`config.mk`:
```
export PLATFORM = sky130hd
export DESIGN_NAME = adc_channel_block_stats_core
export DESIGN_NICKNAME = d
export VERILOG_FILES = /design/src/design/acbs_pkg.sv /design/src/design/acbs_cell.sv /design/src/design/adc_channel_block_stats_core.sv
export SDC_FILE = /design/constraint.sdc
export NUM_CORES = 2
export LEC_CHECK = 0
export BUFFER_PORTS_ARGS = -buffer_cell sky130_fd_sc_hd__buf_2
export CAP_MARGIN = 20
export CORE_UTILIZATION = 35
export DETAILED_ROUTE_END_ITERATION = 6
export GPL_TIMING_DRIVEN = 0
export SLEW_MARGIN = 20
export SYNTH_ARGS = -nofsm -noshare
export SYNTH_HDL_FRONTEND = slang
export SYNTH_SLANG_ARGS = --single-unit
```
`constraint.sdc`:
```
create_clock -name clk -period 7.8 [get_ports clk]
set_clock_uncertainty 0.2 [all_clocks]
set_input_delay 1.56 -clock clk [delete_from_list [all_inputs] [get_ports clk]]
set_output_delay 1.56 -clock clk [all_outputs]
set_load 0.1 [all_outputs]
```
`src/design/acbs_pkg.sv`:
```
// ----------------------------------------------------------------------------
// acbs_pkg: shared definitions for the ADC channel block statistics core
// Field widths of the tagged ADC word, the cell clear values and the control
// group that drives each statistics cell.
// ----------------------------------------------------------------------------
package acbs_pkg;

  localparam int WORD_W       = 16;
  localparam int VALUE_W      = 12;
  localparam int CHAN_W       = 3;
  localparam int CHAN_LSB     = 12;
  localparam int NUM_CHANNELS = 8;
  localparam int TOTAL_W      = 32;

  // Minimum starts at the top of the ADC range, maximum at zero
  localparam logic [VALUE_W-1:0] VALUE_TOP = 12'hfff;

  typedef struct packed {
    logic sample;  // fold the broadcast value into this cell
    logic shift;   // load the neighbour's statistics
  } acbs_ctrl_t;

endpackage

```
`src/design/acbs_cell.sv`:
```
// ----------------------------------------------------------------------------
// acbs_cell: one channel's statistics cell
// Holds count, sum, minimum and maximum of one channel; folds in a sample or
// takes over the statistics of the next cell along the chain.
// ----------------------------------------------------------------------------
module acbs_cell #(
  parameter int CNT_W = 11,
  parameter int SUM_W = 22
) (
  input  logic                        clk,
  input  logic                        rst,
  input  acbs_pkg::acbs_ctrl_t        ctrl,
  input  logic [acbs_pkg::VALUE_W-1:0] value,
  input  logic [CNT_W-1:0]            shift_count,
  input  logic [SUM_W-1:0]            shift_sum,
  input  logic [acbs_pkg::VALUE_W-1:0] shift_min,
  input  logic [acbs_pkg::VALUE_W-1:0] shift_max,
  output logic [CNT_W-1:0]            count,
  output logic [SUM_W-1:0]            sum,
  output logic [acbs_pkg::VALUE_W-1:0] vmin,
  output logic [acbs_pkg::VALUE_W-1:0] vmax
);
  import acbs_pkg::*;

  always_ff @(posedge clk) begin
    if (rst) begin
      count <= '0;
      sum   <= '0;
      vmin  <= VALUE_TOP;
      vmax  <= '0;
    end else if (ctrl.shift) begin
      // advance the chain by one cell
      count <= shift_count;
      sum   <= shift_sum;
      vmin  <= shift_min;
      vmax  <= shift_max;
    end else if (ctrl.sample) begin
      count <= count + CNT_W'(1);
      sum   <= sum + SUM_W'(value);
      if (value < vmin) vmin <= value;
      if (value > vmax) vmax <= value;
    end
  end

endmodule

```
`src/design/adc_channel_block_stats_core.sv`:
```
// ----------------------------------------------------------------------------
// adc_channel_block_stats_core: per-channel block statistics of ADC words
// Gathers count, sum, minimum and maximum for each of eight channels over a
// block of tagged ADC words and reports one result per channel at block end.
// ----------------------------------------------------------------------------
// Sample words are taken at one transaction per clock while no report is
// being sent. A transaction with tlast set closes the block: its own sample
// (if any) is folded in first, then the eight channel results leave on the
// master side, channel 0 first, one per cycle while the sink is ready, with
// tlast on channel 7. During those eight result transactions the slave side
// holds tready low; the chain of channel cells shifts one cell towards the
// output per result taken. A transaction with tuser clear carries no sample
// (used to close an empty block). Samples beyond MAX_BLOCK_SAMPLES in one
// block are dropped. blocks_seen counts closed blocks and wraps; bytes_seen
// adds two bytes per sample at each close and returns to zero instead of
// overflowing.
// ----------------------------------------------------------------------------
module adc_channel_block_stats_core #(
  parameter int MAX_BLOCK_SAMPLES = 1024
) (
  input  logic clk,
  input  logic rst,
  // tdata: sample_word[15:0] (channel in bits 14:12, value in bits 11:0)
  input  logic                          s_axis_tvalid,
  output logic                          s_axis_tready,
  input  logic [acbs_pkg::WORD_W-1:0]   s_axis_tdata,
  input  logic                          s_axis_tlast,   // block_end
  input  logic                          s_axis_tuser,   // sample_present
  // tdata from bit 0 up: sample_count, value_sum, value_min, value_max,
  //   blocks_seen, bytes_seen, zero fill to whole bytes
  output logic                          m_axis_tvalid,
  input  logic                          m_axis_tready,
  output logic [((($clog2(MAX_BLOCK_SAMPLES + 1) + $clog2(MAX_BLOCK_SAMPLES * 4095 + 1)
                  + 88) + 7) / 8) * 8 - 1:0] m_axis_tdata,
  output logic                          m_axis_tlast,   // last_result
  output logic [acbs_pkg::CHAN_W-1:0]   m_axis_tuser    // channel
);
  import acbs_pkg::*;

  localparam int CNT_W  = $clog2(MAX_BLOCK_SAMPLES + 1);
  localparam int SUM_W  = $clog2(MAX_BLOCK_SAMPLES * 4095 + 1);
  localparam int RAW_W  = CNT_W + SUM_W + 2 * VALUE_W + 2 * TOTAL_W;
  localparam int DATA_W = ((RAW_W + 7) / 8) * 8;

  // Chain taps: index NUM_CHANNELS is the clear value fed into the far end
  logic [CNT_W-1:0]   cnt  [0:NUM_CHANNELS];
  logic [SUM_W-1:0]   sums [0:NUM_CHANNELS];
  logic [VALUE_W-1:0] mins [0:NUM_CHANNELS];
  logic [VALUE_W-1:0] maxs [0:NUM_CHANNELS];

  logic               flushing;
  logic [CHAN_W-1:0]  out_idx;
  logic [CNT_W-1:0]   block_samples;
  logic [TOTAL_W-1:0] blocks_seen;
  logic [TOTAL_W-1:0] bytes_seen;

  logic               s_accept;
  logic               m_accept;
  logic               take;
  logic [CHAN_W-1:0]  sample_chan;
  logic [VALUE_W-1:0] sample_value;
  logic [CNT_W-1:0]   samples_next;
  logic [TOTAL_W:0]   bytes_sum;

  assign s_axis_tready = !flushing;
  assign s_accept      = s_axis_tvalid && s_axis_tready;
  assign m_axis_tvalid = flushing;
  assign m_accept      = m_axis_tvalid && m_axis_tready;

  assign sample_chan  = s_axis_tdata[CHAN_LSB +: CHAN_W];
  assign sample_value = s_axis_tdata[VALUE_W-1:0];

  // Drop samples once the block is full
  assign take = s_accept && s_axis_tuser &&
                (block_samples < CNT_W'(MAX_BLOCK_SAMPLES));
  assign samples_next = block_samples + CNT_W'(take);

  // Two bytes per sample; a carry out means the total would overflow
  assign bytes_sum = {1'b0, bytes_seen} + (TOTAL_W + 1)'({samples_next, 1'b0});

  // Clear values enter at the far end of the chain
  assign cnt[NUM_CHANNELS]  = '0;
  assign sums[NUM_CHANNELS] = '0;
  assign mins[NUM_CHANNELS] = VALUE_TOP;
  assign maxs[NUM_CHANNELS] = '0;

  for (genvar i = 0; i < NUM_CHANNELS; i++) begin : g_cell
    acbs_ctrl_t ctrl;
    assign ctrl.sample = take && (sample_chan == CHAN_W'(i));
    assign ctrl.shift  = m_accept;

    acbs_cell #(
      .CNT_W(CNT_W),
      .SUM_W(SUM_W)
    ) u_cell (
      .clk        (clk),
      .rst        (rst),
      .ctrl       (ctrl),
      .value      (sample_value),
      .shift_count(cnt[i+1]),
      .shift_sum  (sums[i+1]),
      .shift_min  (mins[i+1]),
      .shift_max  (maxs[i+1]),
      .count      (cnt[i]),
      .sum        (sums[i]),
      .vmin       (mins[i]),
      .vmax       (maxs[i])
    );
  end

  // Block bookkeeping and flush sequencing
  always_ff @(posedge clk) begin
    if (rst) begin
      flushing      <= 1'b0;
      out_idx       <= '0;
      block_samples <= '0;
      blocks_seen   <= '0;
      bytes_seen    <= '0;
    end else begin
      if (s_accept) begin
        if (s_axis_tlast) begin
          block_samples <= '0;
          blocks_seen   <= blocks_seen + TOTAL_W'(1);
          bytes_seen    <= bytes_sum[TOTAL_W] ? '0 : bytes_sum[TOTAL_W-1:0];
          flushing      <= 1'b1;
          out_idx       <= '0;
        end else begin
          block_samples <= samples_next;
        end
      end
      if (m_accept) begin
        out_idx <= out_idx + CHAN_W'(1);
        if (out_idx == CHAN_W'(NUM_CHANNELS - 1)) flushing <= 1'b0;
      end
    end
  end

  // Cell 0 always holds the channel being reported
  assign m_axis_tdata = DATA_W'({bytes_seen, blocks_seen, maxs[0], mins[0], sums[0], cnt[0]});
  assign m_axis_tuser = out_idx;
  assign m_axis_tlast = (out_idx == CHAN_W'(NUM_CHANNELS - 1));

  // A block close starts the report with channel 0
  a_flush_start: assert property (@(posedge clk) disable iff (rst)
    s_accept && s_axis_tlast |=> m_axis_tvalid && (m_axis_tuser == '0))
    else $error("flush did not start at channel 0");

  // The channel 7 result ends the report
  a_flush_end: assert property (@(posedge clk) disable iff (rst)
    m_accept && m_axis_tlast |=> !m_axis_tvalid)
    else $error("report continued past channel 7");

  // A channel with no samples reports the clear values
  a_empty_channel: assert property (@(posedge clk) disable iff (rst)
    m_axis_tvalid && (cnt[0] == '0) |->
      (sums[0] == '0) && (mins[0] == VALUE_TOP) && (maxs[0] == '0))
    else $error("empty channel carries statistics");

  // The per-block sample count never passes the block limit
  a_block_limit: assert property (@(posedge clk) disable iff (rst)
    block_samples <= CNT_W'(MAX_BLOCK_SAMPLES))
    else $error("block sample count beyond limit");

  // Two bytes per sample keep the byte total even
  a_bytes_even: assert property (@(posedge clk) disable iff (rst)
    bytes_seen[0] == 1'b0)
    else $error("odd byte total");

endmodule

```
==> results.toml <==
[run_status]
outcome = "finished, violations left"
violations = "DRC"

[cells_and_area]
final_cell_mix = "dfxtp_1 (534), nor2_1 (433), nand2_1 (400)"
num-nets-final = 4717
finalNonFillerCells = 5688
area_growth_pct = 13.6
drive_gt1_share_pct = 7.47
final_common_cell = "dfxtp_1"

[timing]
max_clock_freq_mhz = 183
grt_setup_unrepaired = "false"
worst_pin_slew_ns = 1.25
setup_tns_ns = 0
setup_viol = 0
slew_viol_final = 0
min_period_ns = 5.46
final_hold_viol_count = 0
finalCritPeriodShare_pct = 69.9
timing.slew.headroom_pct = 16.4

[run]
cap_viol_max_count = 0

[logic_synthesis]
synth-edff-count = 0
synth_seq_area_share_pct = 32.2
synth_warnings = 0
synth_seq_cells = 534
netlist_area_um2 = 33200
netlist_instances = 4164
synth-async-reset-ratio_pct = 0
synth_area_per_cell_um2 = 7.97
synth_flop_cell = "dfxtp_1"
synth_cell_types = 89

[worst_hold_path]
whs_path_depth = 2
hold_class = "register to register"

[die]
fp.dieH_um = 310
core_region_area_um2 = 93600
rows = 112
initial_core_util_pct = 35.5
dieArea_um2 = 96100
die-width_um = 310
io_pins = 156

[placement]
gp_congestion = 0.983
dp_cells = 5571
port_buffers = 143
dp_hpwl_um = 95100

[route]
vias = 33300
drt-initial-drc-count = 3876
drt.antenna.violating_nets = 0
wl_um = 131000
post_drt_wl_per_cell_um = 23.0
first_pass_iters = 7
route.detailed.drc = 1
viasPerCell = 5.86

[setup_path]
cp.depth = 11
cp-end-kind = "register"
cp.arrival_ns = 5.81
critical-path-max-stage-delay_ns = 0.81
cp.buffers_inverters = 3
critical_path_class = "input port to register"
cp.required_ns = 8.15
cpMaxStageDelayCell = "buf_2"
ff2ff_path_depth = 16
startpoint_type = "input port"
cp_max_fo = 25
cp_cell_sequence = "buf_2 > clkbuf_1 > inv_2 > fa_1 > and4b_1 > a2111oi_0 > o21bai_1 > o22a_1 > nand2_1 > or3_1 > a311oi_1"
critical_path.top_delay_family = "buffers and inverters"

[pwr]
pwr-share-seq_pct = 42.1
internal-power_w = 0.00477
p_leak_nw = 15.5
power.density_nw_per_um2 = 178
swShare_pct = 28.8
vdd_ir_drop_max_mv = 0.186
power_frac_clock_pct = 45.8
p_switching_w = 0.00193
pwr-share-comb_pct = 12.1

[grt]
grt_pass1_wl_um = 192000
antenna_found_initial = 8
grt.total_usage_pct = 26.3
grt_pass1_vias = 30400
grt-ovfl-total = 0
grt_start_max_net_pins = 26

[clocking]
clk_latency_ns = 0.65
clkTransAtPathRegs_ns = 0.07
root_buffer = "clkbuf_16"
postCtsHoldBufs = 0
cts_buffer_depth = 3
post_cts_resized = 0
clock-sinks = 534
cts_made_buffers = 60
htreeDepth = 2
postCtsSetupRepairBufs = 0
cts_tree = "built"
worst min-delay path, cell delays in order, from the launching register on:
cell and delay [ns]:
dfxtp_1 0.33, nand2_1 0.06, a21oi_1 0.05
sequential cells by signal, indices dropped and copies added (netlist names):
signal	cells
bytes_seen	31
g_cell.u_cell.count	88
g_cell.u_cell.vmin	96
m_axis_tvalid	1
m_axis_tuser	3
g_cell.u_cell.vmax	96
block_samples	11
g_cell.u_cell.sum	176
blocks_seen	32
power groups by stage:
stage	Clock, W	Combinational [W]	Sequential (W)
after CTS	0.00308	0.000795	0.00282
after global routing	0.00319	0.000865	0.00282
after global placement	0	0.000779	0.00288
final	0.00307	0.000813	0.00282
after floorplan	0	0.000439	0.00292
after detailed placement	0	0.000791	0.00288
kinds of logic (layout without fill, tap and decap cells):
family | after synthesis | count (layout) | share of synthesized area (%)
and+or+nand+nor | 1436 | 1436 | 20.3
AOI/OAI and AO/OA | 1150 | 1150 | 23.3
DFF | 534 | 534 | 32.2
buffers and inverters | 499 | 757 | 5.90
adders and majority gates | 316 | 316 | 12.1
xor gates and xnor gates | 185 | 185 | 4.88
muxes | 43 | 43 | 1.30
other | 1 | 13 | 0.0113
layer usage:
| layer | GRT usage [%] | vias to the layer above | part of all wire [%] | wire length [um] |
|---|---|---|---|---|
| li1 | - | 15500 | - | - |
| met1 | 34.5 | 16000 | 42 | 55500 |
| met2 | 42.3 | 1479 | 45 | 58900 |
| met3 | 4.35 | 333 | 8.0 | 10400 |
| met4 | 11.8 | 6 | 4.6 | 6070 |
| met5 | 0 | - | 0.026 | 34 |
final timing paths:
check | slack [ns] | from | end
hold / removal | 0.28 | g_cell[7].u_cell.sum[9] | g_cell[7].u_cell.sum[9]
hold reg to reg | 0.28 | g_cell[7].u_cell.sum[9] | g_cell[7].u_cell.sum[9]
setup / recovery | 2.34 | s_axis_tdata[1] | g_cell[2].u_cell.sum[20]
setup reg to reg | 2.87 | m_axis_tvalid | bytes_seen[13]
through the flow:
step                hold WS, ns  setup WS [ns]  instance area (um2)  total power, W  utilization [%]
global route              0.296           2.17                37700         0.00688             40.3
floorplan                 0.248           2.90                33200         0.00336                -
CTS                       0.282           2.46                37700         0.00669             40.3
global placement          0.263           1.44                35500         0.00366             37.9
finish                    0.281           2.34                37700         0.00670             40.3
detailed placement        0.271           1.80                35600         0.00367             38.0
synthesized netlist by cell type (32+ instances only):
cell type | number | area [um2]
a22oi_1 | 110 | 826
mux2i_1 | 42 | 420
o21ai_0 | 174 | 871
nand4_1 | 68 | 425
dfxtp_1 | 534 | 10700
o21a_1 | 36 | 270
xor2_1 | 96 | 841
a21oi_1 | 320 | 1600
and3_1 | 69 | 432
ha_1 | 307 | 3840
a31oi_1 | 32 | 200
xnor2_1 | 89 | 780
a221oi_1 | 71 | 622
nor2b_1 | 35 | 219
nand3_1 | 103 | 515
a21o_1 | 88 | 661
inv_1 | 238 | 893
nor3_1 | 170 | 851
a211oi_1 | 63 | 473
a311oi_1 | 104 | 911
nand2_1 | 400 | 1500
nor2_1 | 436 | 1640
clkbuf_1 | 209 | 785
o211ai_1 | 33 | 248
final cells by class:
| cell class | instances | area (um2) |
|---|---|---|
| Antenna cell | 5 | 12.5 |
| Inverter | 240 | 901 |
| Sequential cell | 534 | 10700 |
| Fill cell | 9680 | 55900 |
| Buffer | 259 | 1060 |
| Clock inverter | 26 | 297 |
| Multi-Input combinational cell | 3138 | 20600 |
| Timing Repair Buffer | 146 | 779 |
| Tap cell | 1254 | 1570 |
| Clock buffer | 86 | 1800 |
(Power assumes the default switching activity.)
